==> src/hw/rtl/shab_pkg.sv <==
// Package for the SHA-256 byte stream hasher: payload structs, FSM state,
// round constants, initial hash values and round functions. No dependencies.
package shab_pkg;

    typedef struct packed {
        logic [7:0] data_byte;
        logic       byte_present;
        logic       end_of_message;
    } t_in_item;

    typedef struct packed {
        logic [31:0] digest_word0;
        logic [31:0] digest_word1;
        logic [31:0] digest_word2;
        logic [31:0] digest_word3;
        logic [31:0] digest_word4;
        logic [31:0] digest_word5;
        logic [31:0] digest_word6;
        logic [31:0] digest_word7;
    } t_out_item;

    typedef enum logic [2:0] {
        ST_IDLE,
        ST_COMP,
        ST_FIN,
        ST_PAD,
        ST_LEN,
        ST_OUT
    } t_state;

    // controller -> datapath
    typedef struct packed {
        logic       load_byte;   // write byte at fill, advance fill and bit count
        logic       write_pad;   // write pad byte (0x80 on first, 0 after) at fill
        logic       write_len;   // write length byte at fill
        logic       start_comp;  // load working vars, start 64 rounds
        logic       round;       // do one round
        logic       finish_comp; // add working vars into hash words
        logic       reset_msg;   // restore initial state
    } t_cmd;

    // datapath -> controller
    typedef struct packed {
        logic [5:0] fill;
        logic       last_round;
        logic       pad_first;   // next pad byte is 0x80
    } t_status;

    localparam int BlockBytes = 64;
    localparam int Rounds     = 64;
    localparam logic [7:0] PadMark = 8'h80;
    localparam logic [5:0] LenStart = 6'd56;

    localparam logic [31:0] RoundK [64] = '{
        32'h428a2f98, 32'h71374491, 32'hb5c0fbcf, 32'he9b5dba5,
        32'h3956c25b, 32'h59f111f1, 32'h923f82a4, 32'hab1c5ed5,
        32'hd807aa98, 32'h12835b01, 32'h243185be, 32'h550c7dc3,
        32'h72be5d74, 32'h80deb1fe, 32'h9bdc06a7, 32'hc19bf174,
        32'he49b69c1, 32'hefbe4786, 32'h0fc19dc6, 32'h240ca1cc,
        32'h2de92c6f, 32'h4a7484aa, 32'h5cb0a9dc, 32'h76f988da,
        32'h983e5152, 32'ha831c66d, 32'hb00327c8, 32'hbf597fc7,
        32'hc6e00bf3, 32'hd5a79147, 32'h06ca6351, 32'h14292967,
        32'h27b70a85, 32'h2e1b2138, 32'h4d2c6dfc, 32'h53380d13,
        32'h650a7354, 32'h766a0abb, 32'h81c2c92e, 32'h92722c85,
        32'ha2bfe8a1, 32'ha81a664b, 32'hc24b8b70, 32'hc76c51a3,
        32'hd192e819, 32'hd6990624, 32'hf40e3585, 32'h106aa070,
        32'h19a4c116, 32'h1e376c08, 32'h2748774c, 32'h34b0bcb5,
        32'h391c0cb3, 32'h4ed8aa4a, 32'h5b9cca4f, 32'h682e6ff3,
        32'h748f82ee, 32'h78a5636f, 32'h84c87814, 32'h8cc70208,
        32'h90befffa, 32'ha4506ceb, 32'hbef9a3f7, 32'hc67178f2
    };

    localparam logic [31:0] InitH [8] = '{
        32'h6a09e667, 32'hbb67ae85, 32'h3c6ef372, 32'ha54ff53a,
        32'h510e527f, 32'h9b05688c, 32'h1f83d9ab, 32'h5be0cd19
    };

    function automatic logic [31:0] rotr(input logic [31:0] v, input int n);
        rotr = (v >> n) | (v << (32 - n));
    endfunction

    function automatic logic [31:0] bsig0(input logic [31:0] x);
        bsig0 = rotr(x, 2) ^ rotr(x, 13) ^ rotr(x, 22);
    endfunction

    function automatic logic [31:0] bsig1(input logic [31:0] x);
        bsig1 = rotr(x, 6) ^ rotr(x, 11) ^ rotr(x, 25);
    endfunction

    function automatic logic [31:0] ssig0(input logic [31:0] x);
        ssig0 = rotr(x, 7) ^ rotr(x, 18) ^ (x >> 3);
    endfunction

    function automatic logic [31:0] ssig1(input logic [31:0] x);
        ssig1 = rotr(x, 17) ^ rotr(x, 19) ^ (x >> 10);
    endfunction

endpackage

==> src/hw/rtl/shab_datapath.sv <==
// Datapath of the SHA-256 hasher: block buffer as 16 message words in a
// shift window, fill and bit counters, hash and working registers. Uses shab_pkg.
module shab_datapath (
    input  logic              i_clk,
    input  logic              i_rst_n,
    input  shab_pkg::t_cmd    i_cmd,
    input  logic [7:0]        i_data_byte,
    output shab_pkg::t_status o_status,
    output logic [31:0]       o_hash [8]
);
    import shab_pkg::*;

    // 16-word schedule window; word 0 is the oldest. Bytes are written into it
    // big-endian while filling, then it rotates through the schedule.
    logic [31:0] r_w [16];
    logic [31:0] r_h [8];
    logic [31:0] r_v [8];
    logic [5:0]  r_fill;
    logic [63:0] r_bits;
    logic [5:0]  r_round;
    logic        r_pad_first;

    logic [7:0]  wr_byte;
    logic        wr_en;
    logic [3:0]  wr_word;
    logic [1:0]  wr_lane;
    logic [31:0] t1;
    logic [31:0] t2;
    logic [31:0] w_next;
    logic [2:0]  len_idx;

    assign len_idx = r_fill[2:0];
    assign wr_word = r_fill[5:2];
    assign wr_lane = r_fill[1:0];
    assign wr_en   = i_cmd.load_byte | i_cmd.write_pad | i_cmd.write_len;

    always_comb begin
        wr_byte = i_data_byte;
        if (i_cmd.write_pad) begin
            wr_byte = r_pad_first ? PadMark : 8'h00;
        end else if (i_cmd.write_len) begin
            wr_byte = r_bits[63 - {len_idx, 3'b000} -: 8];
        end
    end

    assign t1 = r_v[7] + bsig1(r_v[4]) + ((r_v[4] & r_v[5]) ^ (~r_v[4] & r_v[6]))
              + RoundK[r_round] + r_w[0];
    assign t2 = bsig0(r_v[0]) + ((r_v[0] & r_v[1]) ^ (r_v[0] & r_v[2]) ^ (r_v[1] & r_v[2]));
    assign w_next = ssig1(r_w[14]) + r_w[9] + ssig0(r_w[1]) + r_w[0];

    always_ff @(posedge i_clk) begin
        if (wr_en) begin
            r_w[wr_word][31 - {wr_lane, 3'b000} -: 8] <= wr_byte;
        end else if (i_cmd.round) begin
            for (int k = 0; k < 15; k++) begin
                r_w[k] <= r_w[k + 1];
            end
            r_w[15] <= w_next;
        end
    end

    always_ff @(posedge i_clk) begin
        if (i_cmd.start_comp) begin
            r_v <= r_h;
        end else if (i_cmd.round) begin
            r_v[7] <= r_v[6];
            r_v[6] <= r_v[5];
            r_v[5] <= r_v[4];
            r_v[4] <= r_v[3] + t1;
            r_v[3] <= r_v[2];
            r_v[2] <= r_v[1];
            r_v[1] <= r_v[0];
            r_v[0] <= t1 + t2;
        end
    end

    always_ff @(posedge i_clk) begin
        if (!i_rst_n || i_cmd.reset_msg) begin
            r_h         <= InitH;
            r_fill      <= '0;
            r_bits      <= '0;
            r_round     <= '0;
            r_pad_first <= 1'b1;
        end else begin
            if (wr_en) begin
                r_fill <= r_fill + 6'd1;
            end
            if (i_cmd.load_byte) begin
                r_bits <= r_bits + 64'd8;
            end
            if (i_cmd.write_pad) begin
                r_pad_first <= 1'b0;
            end
            if (i_cmd.start_comp) begin
                r_round <= '0;
            end else if (i_cmd.round) begin
                r_round <= r_round + 6'd1;
            end
            if (i_cmd.finish_comp) begin
                for (int k = 0; k < 8; k++) begin
                    r_h[k] <= r_h[k] + r_v[k];
                end
            end
        end
    end

    assign o_status.fill       = r_fill;
    assign o_status.last_round = (r_round == 6'(Rounds - 1));
    assign o_status.pad_first  = r_pad_first;
    assign o_hash = r_h;

endmodule

==> src/hw/rtl/shab_controller.sv <==
// Controller of the SHA-256 hasher: input/output handshakes and the
// sequence of byte loads, padding, length and compressions. Uses shab_pkg.
module shab_controller (
    input  logic              i_clk,
    input  logic              i_rst_n,
    input  logic              i_valid,
    output logic              o_ready,
    input  shab_pkg::t_in_item i_item,
    output logic              o_valid,
    input  logic              i_ready,
    input  shab_pkg::t_status i_status,
    output shab_pkg::t_cmd    o_cmd
);
    import shab_pkg::*;

    t_state r_state, n_state;
    logic   r_closing;   // end of message pending after current compression
    logic   n_closing;
    logic   r_len_phase; // final block: length bytes being written
    logic   n_len_phase;
    logic   accept;

    assign accept = i_valid && o_ready;

    always_ff @(posedge i_clk) begin
        if (!i_rst_n) begin
            r_state     <= ST_IDLE;
            r_closing   <= 1'b0;
            r_len_phase <= 1'b0;
        end else begin
            r_state     <= n_state;
            r_closing   <= n_closing;
            r_len_phase <= n_len_phase;
        end
    end

    // next state
    always_comb begin
        n_state     = r_state;
        n_closing   = r_closing;
        n_len_phase = r_len_phase;
        case (r_state)
            ST_IDLE: begin
                if (accept) begin
                    n_closing = i_item.end_of_message;
                    if (i_item.byte_present && i_status.fill == 6'd63) begin
                        n_state = ST_COMP;
                    end else if (i_item.end_of_message) begin
                        n_state = ST_PAD;
                    end
                end
            end
            ST_COMP: begin
                if (i_status.last_round) begin
                    n_state = ST_FIN;
                end
            end
            ST_FIN: begin
                if (r_len_phase) begin
                    n_state = ST_OUT;
                end else if (r_closing) begin
                    n_state = ST_PAD;
                end else begin
                    n_state = ST_IDLE;
                end
            end
            ST_PAD: begin
                // pad up to 56, or to 64 then compress and pad again
                if (i_status.fill == 6'd63) begin
                    n_state = ST_COMP;
                end else if (i_status.fill == LenStart - 6'd1) begin
                    n_state = ST_LEN;
                end
            end
            ST_LEN: begin
                if (i_status.fill == 6'd63) begin
                    n_state     = ST_COMP;
                    n_len_phase = 1'b1;
                end
            end
            ST_OUT: begin
                if (i_ready) begin
                    n_state     = ST_IDLE;
                    n_closing   = 1'b0;
                    n_len_phase = 1'b0;
                end
            end
            default: n_state = ST_IDLE;
        endcase
    end

    // outputs
    always_comb begin
        o_cmd   = '0;
        o_ready = 1'b0;
        o_valid = 1'b0;
        case (r_state)
            ST_IDLE: begin
                o_ready = 1'b1;
                o_cmd.load_byte = accept && i_item.byte_present;
            end
            ST_COMP: begin
                o_cmd.round = 1'b1;
            end
            ST_FIN: begin
                o_cmd.finish_comp = 1'b1;
            end
            ST_PAD: begin
                o_cmd.write_pad  = 1'b1;
                o_cmd.start_comp = (i_status.fill == 6'd63);
            end
            ST_LEN: begin
                o_cmd.write_len  = 1'b1;
                o_cmd.start_comp = (i_status.fill == 6'd63);
            end
            ST_OUT: begin
                o_valid         = 1'b1;
                o_cmd.reset_msg = i_ready;
            end
            default: ;
        endcase
        if (r_state == ST_IDLE && accept && i_item.byte_present && i_status.fill == 6'd63) begin
            o_cmd.start_comp = 1'b1;
        end
    end

    a_no_ready_busy: assert property (@(posedge i_clk) disable iff (!i_rst_n)
        (r_state != ST_IDLE) |-> !o_ready) else $error("ready while busy");
    a_len_at_56: assert property (@(posedge i_clk) disable iff (!i_rst_n)
        (r_state == ST_PAD && $past(r_state) == ST_PAD && n_state == ST_LEN)
        |-> (i_status.fill == LenStart - 6'd1)) else $error("length misplaced");
    a_out_after_comp: assert property (@(posedge i_clk) disable iff (!i_rst_n)
        $rose(o_valid) |-> $past(r_state) == ST_FIN) else $error("digest without compression");

endmodule

==> src/hw/rtl/sha256_byte_stream_hasher_core.sv <==
// Top level of the SHA-256 byte stream hasher: joins controller and datapath.
// Depends on shab_pkg, shab_controller, shab_datapath.
//
//  channel  | handshake            | payload
//  ---------+----------------------+----------------------------------------
//  in       | i_valid / o_ready    | i_item  (data_byte, byte_present, eom)
//  out      | o_valid / i_ready    | o_item  (digest_word0..digest_word7)
//
// A byte that neither completes a block nor ends the message leaves the core ready
// for the next byte. A byte that fills the block starts a compression: 64 rounds,
// one round per cycle, then the working words are added into the hash words.
// Closing writes pad and length bytes one per cycle into the block buffer
// (its single write port sets this), then compresses each final block the
// same way before the digest is offered.
// Reset is synchronous, active low; the hash words return to initial values.
// The digest holds on o_item while o_valid waits for i_ready; no input is
// taken until it is transferred.
module sha256_byte_stream_hasher_core (
    input  logic                 i_clk,
    input  logic                 i_rst_n,
    input  logic                 i_valid,
    output logic                 o_ready,
    input  shab_pkg::t_in_item   i_item,
    output logic                 o_valid,
    input  logic                 i_ready,
    output shab_pkg::t_out_item  o_item
);
    import shab_pkg::*;

    t_cmd        cmd;
    t_status     status;
    logic [31:0] hash [8];

    shab_controller u_ctrl (
        .i_clk    (i_clk),
        .i_rst_n  (i_rst_n),
        .i_valid  (i_valid),
        .o_ready  (o_ready),
        .i_item   (i_item),
        .o_valid  (o_valid),
        .i_ready  (i_ready),
        .i_status (status),
        .o_cmd    (cmd)
    );

    shab_datapath u_dp (
        .i_clk       (i_clk),
        .i_rst_n     (i_rst_n),
        .i_cmd       (cmd),
        .i_data_byte (i_item.data_byte),
        .o_status    (status),
        .o_hash      (hash)
    );

    // hash registers hold steady while the digest is offered
    assign o_item.digest_word0 = hash[0];
    assign o_item.digest_word1 = hash[1];
    assign o_item.digest_word2 = hash[2];
    assign o_item.digest_word3 = hash[3];
    assign o_item.digest_word4 = hash[4];
    assign o_item.digest_word5 = hash[5];
    assign o_item.digest_word6 = hash[6];
    assign o_item.digest_word7 = hash[7];

endmodule
==> config.mk <==
export PLATFORM = sky130hd
export DESIGN_NAME = sha256_byte_stream_hasher_core
export DESIGN_NICKNAME = d
export VERILOG_FILES = /design/src/hw/rtl/shab_pkg.sv /design/src/hw/rtl/shab_datapath.sv /design/src/hw/rtl/shab_controller.sv /design/src/hw/rtl/sha256_byte_stream_hasher_core.sv
export SDC_FILE = /design/constraint.sdc
export NUM_CORES = 2
export LEC_CHECK = 0
export BUFFER_PORTS_ARGS = -buffer_cell sky130_fd_sc_hd__buf_2
export CELL_PAD_IN_SITES_DETAIL_PLACEMENT = 0
export CELL_PAD_IN_SITES_GLOBAL_PLACEMENT = 1
export CORE_ASPECT_RATIO = 0.8
export CORE_UTILIZATION = 27
export CTS_CLUSTER_SIZE = 20
export DETAILED_ROUTE_END_ITERATION = 7
export HOLD_SLACK_MARGIN = 0.1
export PLACE_DENSITY = 0.59
export SYNTH_ARGS = -nofsm -noshare
export SYNTH_HDL_FRONTEND = slang
export SYNTH_SLANG_ARGS = --single-unit
==> constraint.sdc <==
create_clock -name i_clk -period 11.7 [get_ports i_clk]
set_clock_uncertainty 0.2 [all_clocks]
set_input_delay 1.755 -clock i_clk [delete_from_list [all_inputs] [get_ports i_clk]]
set_output_delay 1.755 -clock i_clk [all_outputs]
set_load 0.005 [all_outputs]
==> flow_metrics.py <==
metrics = {
    "outcome": {
        "status": "completed",
    },
    "yosys": {
        "synth_enable_flop_cells": 768,
        "synth_ff_type": "edfxtp_1",
        "syn_area_per_cell_sq_um": 9.717,
        "synthCells": 7311,
        "yosysWarnings": 0,
        "ys_types": 107,
        "async_flop_share_pct": 0,
        "netlist_area_sq_mm": 0.07104,
        "ys_seq_area_share_pct": 41.90,
        "syn-num-nets": 7918,
        "ys_ff_latch": 1103,
    },
    "drt": {
        "highest_layer": "met4",
        "dr.pass1.iters": 6,
        "ant_nets": 0,
        "drt_iter0_drc": 6110,
        "routedWlPerCell_microns": 25.89,
        "drt-met1-wl_microns": 141600,
        "post_drt_via_cell_ratio": 5.210,
        "routed_wirelength_microns": 284600,
        "drc": 0,
        "dr_wl_met3_microns": 20140,
        "vias": 57280,
        "route.met2.wl_microns": 118300,
    },
    "finish": {
        "multi_input_area_sq_mm": 0.03870,
        "fillers": 27280,
        "area.growth.synth_to_final_pct": 12.96,
        "final_nets": 8009,
        "layout.cells.most_common_list": "nand2_1, edfxtp_1, a21o_1, a21oi_1, ha_1",
        "regArea_sq_mm": 0.02978,
        "layout_commonest_cell": "nand2_1",
        "final_layout_size_suffix_gt1_share_pct": 8.886,
    },
    "worst_hold_path": {
        "hold-path-cell-count": 1,
        "hp-class": "register to register",
        "hold-path-endpoint": "u_dp.r_w[5][27]$_DFFE_PP_",
        "hold_start": "u_dp.r_w[6][27]$_DFFE_PP_",
    },
    "critical_path": {
        "critPathLaunchType": "register",
        "crit_slowest_cell": "ha_1",
        "reg2regPathDepth": 37,
        "cp.arrival_ns": 9.92,
        "path_max_fanout": 12,
        "rr_endpoint": "u_dp.r_v[254]$_DFFE_PP_",
        "crit_type": "register to register",
        "rr_startpoint": "u_dp.r_round[0]$_SDFFE_PP0P_",
        "end_kind": "register",
        "ff2ff_setup_slack_ns": 2.04,
        "required_ns": 11.96,
        "cp_slowest_stage_delay_ns": 0.68,
    },
    "clock_network": {
        "cts_buffer_depth": 3,
        "htreeDepth": 3,
        "cts_tree": "yes",
        "holdBufCountCts": 0,
        "cts-buffers-inserted": 119,
        "cts_sinks": 1103,
        "post_cts_buffers": 0,
        "cts_root_buf": "clkbuf_16",
        "clock_latency_ns": 0.82,
        "clk_pin_slew_worst_paths_ns": 0.07,
        "cts_resized": 0,
    },
    "global_routing": {
        "grt-ovfl-total": 0,
        "grt_usage_pct": 20.86,
        "grt_start_max_net_pins": 142,
        "antenna_found_initial": 16,
        "grt_pass1_wl_microns": 403900,
        "grt_pass1_vias": 53610,
    },
    "die": {
        "die_width_microns": 575.5,
        "ios": 272,
        "die_height_microns": 460.8,
        "coreArea_sq_mm": 0.2617,
        "std_cell_rows": 168,
        "initial_core_util_pct": 27.15,
        "dieArea_sq_mm": 0.2652,
    },
    "sta": {
        "min_period_ns": 9.663,
        "hold_viol": 0,
        "rsz0062_at_grt": "false",
        "setup_viol": 0,
        "fmax_mhz": 103.5,
        "slew_violations": 0,
        "maxSlewHeadroom_pct": 12.82,
        "finalCritPeriodShare_pct": 82.59,
        "fin_tns_setup_ns": 0,
        "tightest_slew_ns": 1.294,
    },
    "placement": {
        "place.gp.congestion": 0.9463,
        "portBuffers": 271,
        "hpwlAfterDp_microns": 214400,
    },
    "job": {
        "maxCapViolCount": 0,
    },
}
==> metal layers <==
layer  GRT usage, %  vias up
li1               -    26190
met1          32.42    28900
met2          30.24     1935
met3          3.308      248
met4          3.374        0
met5              0        -
==> through the flow <==
step,hold slack [ns],setup slack (ns),util (%),instance area [sq um],instances
floorplan,0.2400,2.436,-,71040,7311
global placement,0.2593,2.104,29.09,76140,10760
detailed placement,0.2677,2.148,29.09,76140,10760
CTS,0.2615,2.078,30.66,80230,10990
global route,0.2799,1.476,30.66,80250,10990
finish,0.2619,2.037,30.66,80250,10990
==> state kept, by name (all words and copies together) (netlist names), 3 cells and up <==
register and count:
u_dp.r_fill 6, u_dp.r_round 6, u_dp.r_w 512, u_ctrl.r_state 3, u_dp.o_hash 256, u_dp.r_bits 61
u_dp.r_v 256
==> synthesized netlist by cell type, drive strengths merged, types with 80 or more instances <==
cell type	instances	area, sq um
o21ai	414	2076
nor2b	80	503.0
edfxtp	768	23060
a21oi	489	2455
ha	398	4980
fa	195	3904
nor2	387	1453
xnor2	394	3451
o211ai	94	710.7
clkbuf	363	1363
a21o	661	4962
nand3	121	615.6
nand2	1107	4160
nor3	105	556.8
dfxtp	335	6706
inv	294	1104
xor2	221	1936
==> cell type report <==
type                    instances  share of cell area [%]
well taps                    3485                   5.434
flip-flops and latches       1103                   37.11
multi-input cells            5504                   48.23
inverters                     295                   1.380
clock inverters                75                   1.118
clock buffers                 150                   3.982
diodes                          2                0.006237
repair buffers                379                   2.741
==> worst max-delay path: cells and delay by family (launching register included) <==
| family | cells | cell delay, ns |
|---|---|---|
| AOI/OAI and AO/OA | 17 | 2.96 |
| DFF | 1 | 0.31 |
| xor gates and xnor gates | 2 | 0.47 |
| buffers and inverters | 5 | 0.66 |
| and+or+nand+nor | 5 | 1.13 |
| adders and majority gates | 8 | 3.57 |
==> cells by family after synthesis <==
| kind of cell | Yosys count | share of synthesized area (%) |
|---|---|---|
| AND/OR/NAND/NOR | 2090 | 13.01 |
| AO/OA/AOI/OAI | 2105 | 19.43 |
| XOR/XNOR | 615 | 7.582 |
| flip-flops | 1103 | 41.90 |
| multiplexers | 77 | 1.471 |
| adder cells (fa/ha/maj) | 617 | 12.84 |
| buffers and inverters | 704 | 3.757 |
==> how the worst max path moves through the flow <==
stage / endpoint / slack (ns) / depth (start not counted) / start
global placement: u_dp.r_v[250]$_DFFE_PP_ / 2.10 / 37 / u_dp.r_round[0]$_SDFFE_PP0P_
finish: u_dp.r_v[254]$_DFFE_PP_ / 2.04 / 37 / u_dp.r_round[0]$_SDFFE_PP0P_
global route: u_dp.r_v[254]$_DFFE_PP_ / 1.48 / 35 / u_dp.r_round[1]$_SDFFE_PP0P_
detailed placement: u_dp.r_v[255]$_DFFE_PP_ / 2.15 / 35 / u_dp.r_round[1]$_SDFFE_PP0P_
CTS: u_dp.r_v[255]$_DFFE_PP_ / 2.08 / 35 / u_dp.r_round[1]$_SDFFE_PP0P_
floorplan: u_dp.r_v[0]$_DFFE_PP_ / 2.44 / 7 / i_valid
Power is not shown: default switching activity piles up to over one toggle a cycle in this logic, so the estimate is an artifact.
